`config.mk`:
```
export PLATFORM = sky130hd
export DESIGN_NAME = multi_axis_nco_step_generator
export DESIGN_NICKNAME = d
export VERILOG_FILES = /design/src/hw/rtl/mansg_pkg.sv /design/src/hw/rtl/mansg_lane.sv /design/src/hw/rtl/mansg_merge.sv /design/src/hw/rtl/multi_axis_nco_step_generator.sv
export VERILOG_INCLUDE_DIRS = /design/src /design/src/hw/rtl
export SDC_FILE = /design/constraint.sdc
export NUM_CORES = 1
export LEC_CHECK = 0
export BUFFER_PORTS_ARGS = -buffer_cell sky130_fd_sc_hd__buf_2
export CAP_MARGIN = 20
export CELL_PAD_IN_SITES_DETAIL_PLACEMENT = 1
export CELL_PAD_IN_SITES_GLOBAL_PLACEMENT = 2
export CORE_ASPECT_RATIO = 0.8
export CORE_MARGIN = 2
export CORE_UTILIZATION = 45
export CTS_CLUSTER_DIAMETER = 80
export DETAILED_ROUTE_END_ITERATION = 12
export HOLD_SLACK_MARGIN = 0.02
export PLACE_DENSITY_LB_ADDON = 0.1
export SLEW_MARGIN = 20
export SYNTH_ARGS = -nofsm -noshare
export SYNTH_HDL_FRONTEND = slang
export SYNTH_SLANG_ARGS = --single-unit
```
`constraint.sdc`:
```
create_clock -name clk -period 11.8 [get_ports clk]
set_input_delay 1.77 -clock clk [delete_from_list [all_inputs] [get_ports clk]]
set_output_delay 1.77 -clock clk [all_outputs]
set_load 0.1 [all_outputs]
```
`src/hw/rtl/multi_axis_nco_step_generator_defines.svh`:
```
// Assertion macros shared by the step generator RTL.
// Depends on nothing; included by modules that carry assertions.
`ifndef MULTI_AXIS_NCO_STEP_GENERATOR_DEFINES_SVH
`define MULTI_AXIS_NCO_STEP_GENERATOR_DEFINES_SVH

// Antecedent implies consequent in the same cycle.
`define MANSG_ASSERT_SAME(lbl, ck, rn, ante, cons, msg) \
    lbl: assert property (@(posedge ck) disable iff (!rn) (ante) |-> (cons)) else $error(msg);

// Antecedent implies consequent in the next cycle.
`define MANSG_ASSERT_NEXT(lbl, ck, rn, ante, cons, msg) \
    lbl: assert property (@(posedge ck) disable iff (!rn) (ante) |=> (cons)) else $error(msg);

`endif

```
`src/hw/rtl/mansg_pkg.sv`:
```
// Package for the multi-axis step generator: sizes, beat layout and lane structs.
// Depends on nothing; imported by every module of the block.
`timescale 1ns / 1ps

package mansg_pkg;

    localparam int AXES        = 4;
    localparam int ACC_WIDTH   = 16;
    localparam int COUNT_WIDTH = 16;

    // Width of the per-axis fields in a result beat.
    localparam int STATUS_BITS = 4;

    localparam int AXIS_W   = 2;
    localparam int MOVE_W   = 16;
    localparam int IN_BITS  = AXIS_W + MOVE_W + MOVE_W + 1;
    localparam int IN_DATA_W  = ((IN_BITS + 7) / 8) * 8;
    localparam int OUT_BITS = 4 * STATUS_BITS + 1;
    localparam int OUT_DATA_W = ((OUT_BITS + 7) / 8) * 8;

    typedef enum logic {
        FUNC_TICK  = 1'b0,
        FUNC_QUEUE = 1'b1
    } func_t;

    // Per-lane command for the current beat.
    typedef struct packed {
        logic                   tick;
        logic                   wr;
        logic [COUNT_WIDTH-1:0] steps;
        logic [ACC_WIDTH-1:0]   rate;
        logic                   dir;
    } lane_ctrl_t;

    // Per-lane status; all but slot_busy reflect the state after the beat.
    typedef struct packed {
        logic step_low;
        logic dir;
        logic full;
        logic moving;
        logic slot_busy;
    } lane_stat_t;

endpackage

```
`src/hw/rtl/mansg_lane.sv`:
```
// One axis: phase accumulator, step counter and one-deep next-move slot.
// Depends on mansg_pkg.
`timescale 1ns / 1ps

module mansg_lane
    import mansg_pkg::*;
(
    input  logic       clk,
    input  logic       rst_n,
    input  lane_ctrl_t ctrl,
    output lane_stat_t stat
);

    logic [ACC_WIDTH-1:0]   acc_reg, acc_next;
    logic [COUNT_WIDTH-1:0] steps_reg, steps_next;
    logic [ACC_WIDTH-1:0]   rate_reg, rate_next;
    logic                   dir_reg, dir_next;
    logic                   qv_reg, qv_next;
    logic [COUNT_WIDTH-1:0] q_steps_reg;
    logic [ACC_WIDTH-1:0]   q_rate_reg;
    logic                   q_dir_reg;
    logic [ACC_WIDTH:0]     sum;
    logic                   low;

    assign sum = {1'b0, acc_reg} + {1'b0, rate_reg};

    always_comb
    begin
        acc_next   = acc_reg;
        steps_next = steps_reg;
        rate_next  = rate_reg;
        dir_next   = dir_reg;
        qv_next    = qv_reg;
        low        = 1'b0;
        if (ctrl.tick)
        begin
            acc_next = sum[ACC_WIDTH-1:0];
            if (steps_reg != '0)
            begin
                // The carry out of the accumulator is the step trigger.
                if (sum[ACC_WIDTH])
                begin
                    steps_next = steps_reg - COUNT_WIDTH'(1);
                    low        = 1'b1;
                end
            end
            else if (qv_reg)
            begin
                qv_next    = 1'b0;
                steps_next = q_steps_reg;
                rate_next  = q_rate_reg;
                dir_next   = q_dir_reg;
            end
        end
        else if (ctrl.wr && !qv_reg)
        begin
            qv_next = 1'b1;
        end
    end

    always_ff @(posedge clk or negedge rst_n)
    begin
        if (!rst_n)
        begin
            acc_reg   <= '0;
            steps_reg <= '0;
            rate_reg  <= '0;
            dir_reg   <= 1'b0;
            qv_reg    <= 1'b0;
        end
        else
        begin
            acc_reg   <= acc_next;
            steps_reg <= steps_next;
            rate_reg  <= rate_next;
            dir_reg   <= dir_next;
            qv_reg    <= qv_next;
        end
    end

    // The slot contents are only read while the slot is marked full.
    always_ff @(posedge clk)
    begin
        if (ctrl.wr && !qv_reg)
        begin
            q_steps_reg <= ctrl.steps;
            q_rate_reg  <= ctrl.rate;
            q_dir_reg   <= ctrl.dir;
        end
    end

    assign stat.step_low  = low;
    assign stat.dir       = dir_next;
    assign stat.full      = qv_next;
    assign stat.moving    = (steps_next != '0);
    assign stat.slot_busy = qv_reg;

endmodule

```
`src/hw/rtl/mansg_merge.sv`:
```
// Merging stage: gathers lane status into a result beat and holds it in the
// output register. Depends on mansg_pkg and the assertion macro header.
`timescale 1ns / 1ps
`include "multi_axis_nco_step_generator_defines.svh"

module mansg_merge
    import mansg_pkg::*;
(
    input  logic                  clk,
    input  logic                  rst_n,
    input  logic                  in_valid,
    output logic                  in_ready,
    output logic                  accept,
    input  logic                  is_queue,
    input  logic                  axis_oob,
    input  logic [AXES-1:0]       sel,
    input  lane_stat_t            stat [AXES],
    output logic                  out_valid,
    input  logic                  out_ready,
    output logic [OUT_DATA_W-1:0] out_data
);

    logic [STATUS_BITS-1:0] low_bits, dir_bits, full_bits, mov_bits;
    logic [AXES-1:0]        busy;
    logic                   rejected;
    logic                   valid_reg, valid_next;
    logic [OUT_DATA_W-1:0]  data_reg, data_next;

    for (genvar a = 0; a < AXES; a++)
    begin : g_busy
        assign busy[a] = stat[a].slot_busy;
    end

    for (genvar b = 0; b < STATUS_BITS; b++)
    begin : g_bits
        if (b < AXES)
        begin : g_lane
            assign low_bits[b]  = stat[b].step_low;
            assign dir_bits[b]  = stat[b].dir;
            assign full_bits[b] = stat[b].full;
            assign mov_bits[b]  = stat[b].moving;
        end
        else
        begin : g_none
            assign low_bits[b]  = 1'b0;
            assign dir_bits[b]  = 1'b0;
            assign full_bits[b] = 1'b0;
            assign mov_bits[b]  = 1'b0;
        end
    end

    assign rejected = is_queue && (axis_oob || ((sel & busy) != '0));

    // A new beat enters whenever the output register is empty or drains now.
    assign in_ready = !valid_reg || out_ready;
    assign accept   = in_valid && in_ready;

    always_comb
    begin
        valid_next = valid_reg;
        data_next  = data_reg;
        if (accept)
        begin
            valid_next = 1'b1;
            data_next  = OUT_DATA_W'({rejected, mov_bits, full_bits, dir_bits, low_bits});
        end
        else if (out_ready)
        begin
            valid_next = 1'b0;
        end
    end

    always_ff @(posedge clk or negedge rst_n)
    begin
        if (!rst_n)
        begin
            valid_reg <= 1'b0;
        end
        else
        begin
            valid_reg <= valid_next;
        end
    end

    always_ff @(posedge clk)
    begin
        data_reg <= data_next;
    end

    assign out_valid = valid_reg;
    assign out_data  = data_reg;

    `MANSG_ASSERT_SAME(a_no_overrun, clk, rst_n, valid_reg && !out_ready, !accept, "beat accepted over a stalled result")
    `MANSG_ASSERT_NEXT(a_result_follows, clk, rst_n, accept, valid_reg, "accepted beat produced no result")
    `MANSG_ASSERT_SAME(a_queue_no_step, clk, rst_n, accept && is_queue, low_bits == '0, "step pulse on a queue beat")
    `MANSG_ASSERT_SAME(a_tick_no_reject, clk, rst_n, accept && !is_queue, !rejected, "tick beat flagged as rejected")

endmodule

```
`src/hw/rtl/multi_axis_nco_step_generator.sv`:
```
// Top level of the multi-axis step generator: beat decode, axis lanes, merge.
// Depends on mansg_pkg, mansg_lane and mansg_merge.
//
//   Channel | Direction | Beat contents
//   s_*     | in        | tuser: func; tdata: axis, move_steps, move_rate, move_direction
//   m_*     | out       | tdata: step_low, direction_lines, slot_full, moving, rejected
//
// Every accepted beat updates the lanes (a tick all, a queue one slot); its result is in
// the output register on the next cycle: one beat per cycle while m_tready is high.
// The output register decouples the sides: s_tready is low only while a result
// is held and m_tready is low.
// Reset clears accumulators, counters, rates, directions and slot flags at once.
`timescale 1ns / 1ps

module multi_axis_nco_step_generator
    import mansg_pkg::*;
(
    input  logic                  clk,
    input  logic                  rst_n,
    input  logic                  s_tvalid,
    output logic                  s_tready,
    input  logic [IN_DATA_W-1:0]  s_tdata,  // axis, move_steps, move_rate, move_direction
    input  logic                  s_tuser,  // func
    output logic                  m_tvalid,
    input  logic                  m_tready,
    output logic [OUT_DATA_W-1:0] m_tdata   // step_low, direction_lines, slot_full, moving,
                                            // rejected
);

    localparam int STEPS_LSB = AXIS_W;
    localparam int RATE_LSB  = AXIS_W + MOVE_W;
    localparam int DIR_BIT   = AXIS_W + 2 * MOVE_W;

    logic [AXIS_W-1:0] axis;
    logic [MOVE_W-1:0] move_steps, move_rate;
    logic              move_direction;
    logic              is_queue, axis_oob, accept;
    logic [AXES-1:0]   sel;
    lane_ctrl_t        ctrl [AXES];
    lane_stat_t        stat [AXES];

    assign axis           = s_tdata[AXIS_W-1:0];
    assign move_steps     = s_tdata[STEPS_LSB +: MOVE_W];
    assign move_rate      = s_tdata[RATE_LSB +: MOVE_W];
    assign move_direction = s_tdata[DIR_BIT];
    assign is_queue       = (func_t'(s_tuser) == FUNC_QUEUE);
    assign axis_oob       = (32'(axis) >= AXES);

    for (genvar a = 0; a < AXES; a++)
    begin : g_lane
        assign sel[a]        = (32'(axis) == a);
        assign ctrl[a].tick  = accept && !is_queue;
        assign ctrl[a].wr    = accept && is_queue && sel[a];
        assign ctrl[a].steps = COUNT_WIDTH'(move_steps);
        assign ctrl[a].rate  = ACC_WIDTH'(move_rate);
        assign ctrl[a].dir   = move_direction;

        mansg_lane u_lane (
            .clk  (clk),
            .rst_n(rst_n),
            .ctrl (ctrl[a]),
            .stat (stat[a])
        );
    end

    mansg_merge u_merge (
        .clk      (clk),
        .rst_n    (rst_n),
        .in_valid (s_tvalid),
        .in_ready (s_tready),
        .accept   (accept),
        .is_queue (is_queue),
        .axis_oob (axis_oob),
        .sel      (sel),
        .stat     (stat),
        .out_valid(m_tvalid),
        .out_ready(m_tready),
        .out_data (m_tdata)
    );

endmodule
```
# == After elaboration in Yosys (flattened, before gate mapping) ==
# Cells that the tools add are included.
# Widths: inputs -> output; s select.
# word_totals
regBits,350
# classes
n_addsub,8
n_eq_ne,3
n_mux,46
bitwise_logic,5
n_reduce_logical,38
# op_table
op,count
$mux 16,16
$reduce_bool 16->1,8
$add 16x16->17,4
$sub 16x1->16 const B,4
$mux 1,30
$logic_and 1x1->1,12
$reduce_and 3->1,4
$reduce_and 2->1,4
$logic_not 1->1,6
$and 4x4->4,1
$eq 2x2->1 const B,2
$not 1->1,4
$reduce_bool 4->1,1
$eq 2x1->1 const B,1
$logic_not 2->1,1
$reduce_bool 2->1,1
$logic_or 1x1->1,1

# == Depth between registers and ports, before layout ==
# logic_depth
word_depth,8
depth_mapped,13

# == Modules after synthesis ==
# Synthesis repeated with hierarchy kept, for this count alone.
# unflattened
hier_cells,1613
area_unflattened_um2,17877.1
# modules_own_cells
module,n_inst,cells_each,area_each_um2
mansg_lane (g_lane[2].u_lane ...),2,397,4345.4
mansg_lane (g_lane[0].u_lane),1,385,4290.4
mansg_lane (g_lane[1].u_lane),1,392,4187.8
mansg_merge,1,32,633.1
multi_axis_nco_step_generator,1,10,75.1

# == Worst setup path before layout ==
# No wires, ideal clock.
# synth_timing
path_kind,input -> register
startpoint,input port m_tready
endpoint,"register g_lane[1].u_lane.q_dir_reg, enable pin"
arrival_time_ns,7.070
t_required_ns,11.282
slack_ns,4.211
cell_stages,5
path_buffers,0
cell_sequence,nand2b_1 -> nand2_1 -> inv_1 -> nand2_1 -> nor4b_1
# synth_between
elab_chain_len,5
# synth_lines
item,line_no,text
from (decl),multi_axis_nco_step_generator.sv:25,"input logic m_tready,"
$logic_or 1x1->1,mansg_merge.sv:55,assign in_ready = !valid_reg || out_ready;
$logic_and 1x1->1,mansg_merge.sv:56,assign accept = in_valid && in_ready;
via accept,multi_axis_nco_step_generator.sv:37,"logic is_queue, axis_oob, accept;"
$logic_and 1x1->1 (2 in a row),multi_axis_nco_step_generator.sv:53,assign ctrl[a].wr = accept && is_queue && sel[a];
$logic_and 1x1->1,mansg_lane.sv:84,if (ctrl.wr && !qv_reg)
to (signal assigned),mansg_lane.sv:88,q_dir_reg <= ctrl.dir;
to (decl),mansg_lane.sv:21,logic q_dir_reg;
# The timed path passes the listed nets, and every way through them passes these cells.
# A chain may end at the register's enable or synchronous reset.

==> flow_metrics.env <==
export IMPL_finalWirelength_um=47400
export IMPL_first_iter_violations=861
export IMPL_power_density_nw_per_um2=199
export IMPL_syn_to_final_growth_pct=12.3
export IMPL_grt_overflow=0
export IMPL_timing_rr_end="u_merge.out_data[15]"
export IMPL_crit_end="u_merge.out_data[15]"
export IMPL_worstMarginPinSlew_ns=1.04
export IMPL_slew_violations=0
export IMPL_final_util_pct=51.1
export IMPL_hold_violations=0
export IMPL_fillCellCount=3969
export IMPL_relSlewSlack_pct=30.2
export IMPL_dr_pass1_iters=5
export IMPL_cp_arrival_ns=4.86
export IMPL_synth_flop_cell="dfrtp_1"
export IMPL_finClkSkew_ns=0.0161
export IMPL_post_cts_buffers=0
export IMPL_layout_setup_ws_ns=7.21
export IMPL_hold_buffers=0
export IMPL_hold_ws_ns=0.443
export IMPL_syn_cell_area_um2=16800
export IMPL_path_class="in2reg"
export IMPL_io_pins=71
export IMPL_cts_buffer_depth=3
export IMPL_vdd_drop_max_v=0.000133
export IMPL_vias=12417
export IMPL_post_route_drc_count=0
export IMPL_outcome="finished, final reports clean"
export IMPL_coreArea_um2=36900
export IMPL_worstPathMaxFanout=41
export IMPL_grt_pass1_wl_um=75300
export IMPL_antenna_found_initial=8
export IMPL_setup_viol=0
export IMPL_clkLatencyLatePin_ns=0.55
export IMPL_rsz0062_at_grt="no"
export IMPL_r2r_start="g_lane[3].u_lane.steps_reg[6]"
export IMPL_power_leakage_nw=8.10
export IMPL_dpl_hpwl_um=32300
export IMPL_ctsHtreeMaxLevel=2
export IMPL_wl_per_cell_um=22.3
export IMPL_synth_edf_count=149
export IMPL_critPathLaunchType="primary input"
export IMPL_finalNetCount=1733
export IMPL_post_route_min_period_ns=4.59
export IMPL_yosysTopAreaCellShare_pct=30.0
export IMPL_die_h_um=177
export IMPL_vias_per_cell=5.83
export IMPL_start_util_pct=45.5
export IMPL_synth_area_leader_cell="dfrtp_1"
export IMPL_clockRootBuffer="clkbuf_16"
export IMPL_yosysWarnings=0
export IMPL_timing_final_crit_share_pct=38.9
export IMPL_reg2reg_depth=9
export IMPL_ys_types=90
export IMPL_ant_nets=0
export IMPL_ff2ff_setup_slack_ns=7.41
export IMPL_track_usage_pct=25.3
export IMPL_cts_repair_resized=0
export IMPL_layout_drive_gt1_share_pct=11.0
export IMPL_cap_violations=0
export IMPL_syn_avg_cell_area_um2=10.8
export IMPL_gp_congestion=0.834
export IMPL_cts_sinks=350
export IMPL_cts_tree="done"
export IMPL_cts_buffers=38
export IMPL_rows=63
export IMPL_synthArstFlopShare_pct=57.4
export IMPL_fmax_mhz=218
export IMPL_tns_ns=0
export IMPL_die_area_um2=38800
export IMPL_hold_class="reg2reg"
export IMPL_required_ns=12.07
export IMPL_grt_pass1_vias=12881
export IMPL_yosysSeqAreaShare_pct=56.7
export IMPL_crit_start="m_tready"
export IMPL_syn_inst=1552
export IMPL_cp_end_kind="register"
export IMPL_synth_seq_cells=350
export IMPL_grt_max_degree=157
export IMPL_dieWidth_um=220
export IMPL_cts_clk_slew_worst_paths_ns=0.06
export IMPL_io_buffers=58
export IMPL_finalPower_mw=3.75
export IMPL_ys_top_cells_by_area="dfrtp_1 (30%), edfxtp_1 (27%), nand2_1 (6.6%)"
export IMPL_place_ws_ns=6.64
## report_power, final
part,switching (mW),leakage [nW],internal [mW]
clock,0.495,0.605,0.717
combinational,0.573,3.51,0.371
sequential,0.141,3.99,1.46
total,1.21,8.10,2.54
## routing by layer
| layer | GRT usage, % | part of all wire [%] | vias up |
|---|---|---|---|
| met4 | 7.44 | 2.5 | 0 |
| met2 | 36.8 | 43 | 274 |
| met1 | 38.3 | 48 | 6274 |
| met5 | 0 | 0 | - |
| met3 | 4.55 | 6.3 | 76 |
| li1 | - | - | 5793 |
## critical path, stage by stage
cell,delay (ns)
buf_2,0.08
nand2b_1,0.16
nand2_1,0.23
nor2_4,0.13
buf_4,0.49
nand3_1,0.89
o22ai_1,0.46
a311oi_1,0.11
nor3_1,0.24
and4b_1,0.23
nand3_1,0.06
## area by class of cell
| type | count | area [µm²] | share of cell area, % |
|---|---|---|---|
| Multi-Input combinational cell | 1107 | 6880 | 36.5 |
| Clock inverter | 14 | 139 | 0.737 |
| Clock buffer | 55 | 1110 | 5.89 |
| Sequential cell | 350 | 9500 | 50.5 |
| Inverter | 41 | 154 | 0.817 |
| Timing Repair Buffer | 74 | 433 | 2.30 |
| Antenna cell | 2 | 5.00 | 0.0266 |
| Tap cell | 487 | 609 | 3.24 |
## kinds of logic (layout without fill, tap and decap cells)
family	Yosys count	count (layout)	share of synthesized area [%]
other cells	1	9	0.0224
xor+xnor	51	51	2.66
buf+inv	101	184	2.72
fa+ha+maj	76	76	5.85
flops	350	350	56.7
mux	23	23	1.58
compound gates	365	365	14.2
simple gates	585	585	16.3
## worst min-delay path by stage
| stage | end | depth (start not counted) | slack [ns] | from |
|---|---|---|---|---|
| 3_5_place_dp | g_lane[1].u_lane.rate_reg[7] | 2 | 0.43 | g_lane[1].u_lane.q_rate_reg[7] |
| 5_1_grt | g_lane[1].u_lane.rate_reg[6] | 2 | 0.47 | g_lane[1].u_lane.q_rate_reg[6] |
| 3_3_place_gp | g_lane[1].u_lane.rate_reg[5] | 2 | 0.42 | g_lane[1].u_lane.q_rate_reg[5] |
| 2_1_floorplan | g_lane[1].u_lane.rate_reg[0] | 2 | 0.41 | g_lane[1].u_lane.q_rate_reg[0] |
| 4_1_cts | g_lane[3].u_lane.rate_reg[9] | 2 | 0.44 | g_lane[3].u_lane.q_rate_reg[9] |
| 6_report | g_lane[3].u_lane.rate_reg[9] | 2 | 0.44 | g_lane[3].u_lane.q_rate_reg[9] |
## cells in the mapped netlist, types with 5 or more instances
master / count
xor2_1: 22
or3_1: 11
buf_1: 5
o22ai_1: 9
a21oi_1: 79
ha_1: 72
mux2_2: 18
o21ai_0: 108
nand4_1: 14
or2_2: 5
a21o_1: 22
a311oi_1: 6
o41ai_1: 6
a211o_1: 7
nor2_1: 86
a211oi_1: 9
nor4b_1: 5
or4_1: 7
dfrtp_1: 201
and2_1: 7
a221o_1: 7
o211ai_1: 8
clkbuf_1: 39
nor4_1: 23
nand2b_1: 9
xnor2_1: 29
buf_4: 7
nand3_1: 36
inv_1: 41
nand2_1: 294
a31oi_1: 15
nor2b_1: 9
nor3_1: 39
o21a_1: 11
o21bai_1: 12
and3_1: 10
o31ai_1: 13
and4_1: 6
edfxtp_1: 149
## cell usage in the layout, fill, tap and decap left out, types with 11 or more instances in the layout
cell type / synthesis / routed
a21oi_1: 79 / 79
clkbuf_1: 39 / 11
a31oi_1: 15 / 15
xnor2_1: 29 / 29
nand4_1: 14 / 14
nor4_1: 23 / 22
nand2_1: 294 / 294
a21o_1: 22 / 22
mux2_2: 18 / 18
dfrtp_1: 201 / 201
o31ai_1: 13 / 13
nor2_1: 86 / 82
buf_4: 7 / 15
o21a_1: 11 / 11
inv_1: 41 / 41
or3_1: 11 / 11
o21ai_0: 108 / 108
xor2_1: 22 / 22
nand3_1: 36 / 36
o21bai_1: 12 / 12
ha_1: 72 / 72
edfxtp_1: 149 / 149
nor3_1: 39 / 38
buf_2: 3 / 57
clkbuf_16: 0 / 41
## metrics by stage
stage | instance area, µm² | std cells
after floorplan | 16800 | 1558
after global placement | 17600 | 2059
after detailed placement | 17600 | 2059
after CTS | 18800 | 2128
after global routing | 18800 | 2130
final | 18800 | 2130
(Power assumes the default switching activity.)
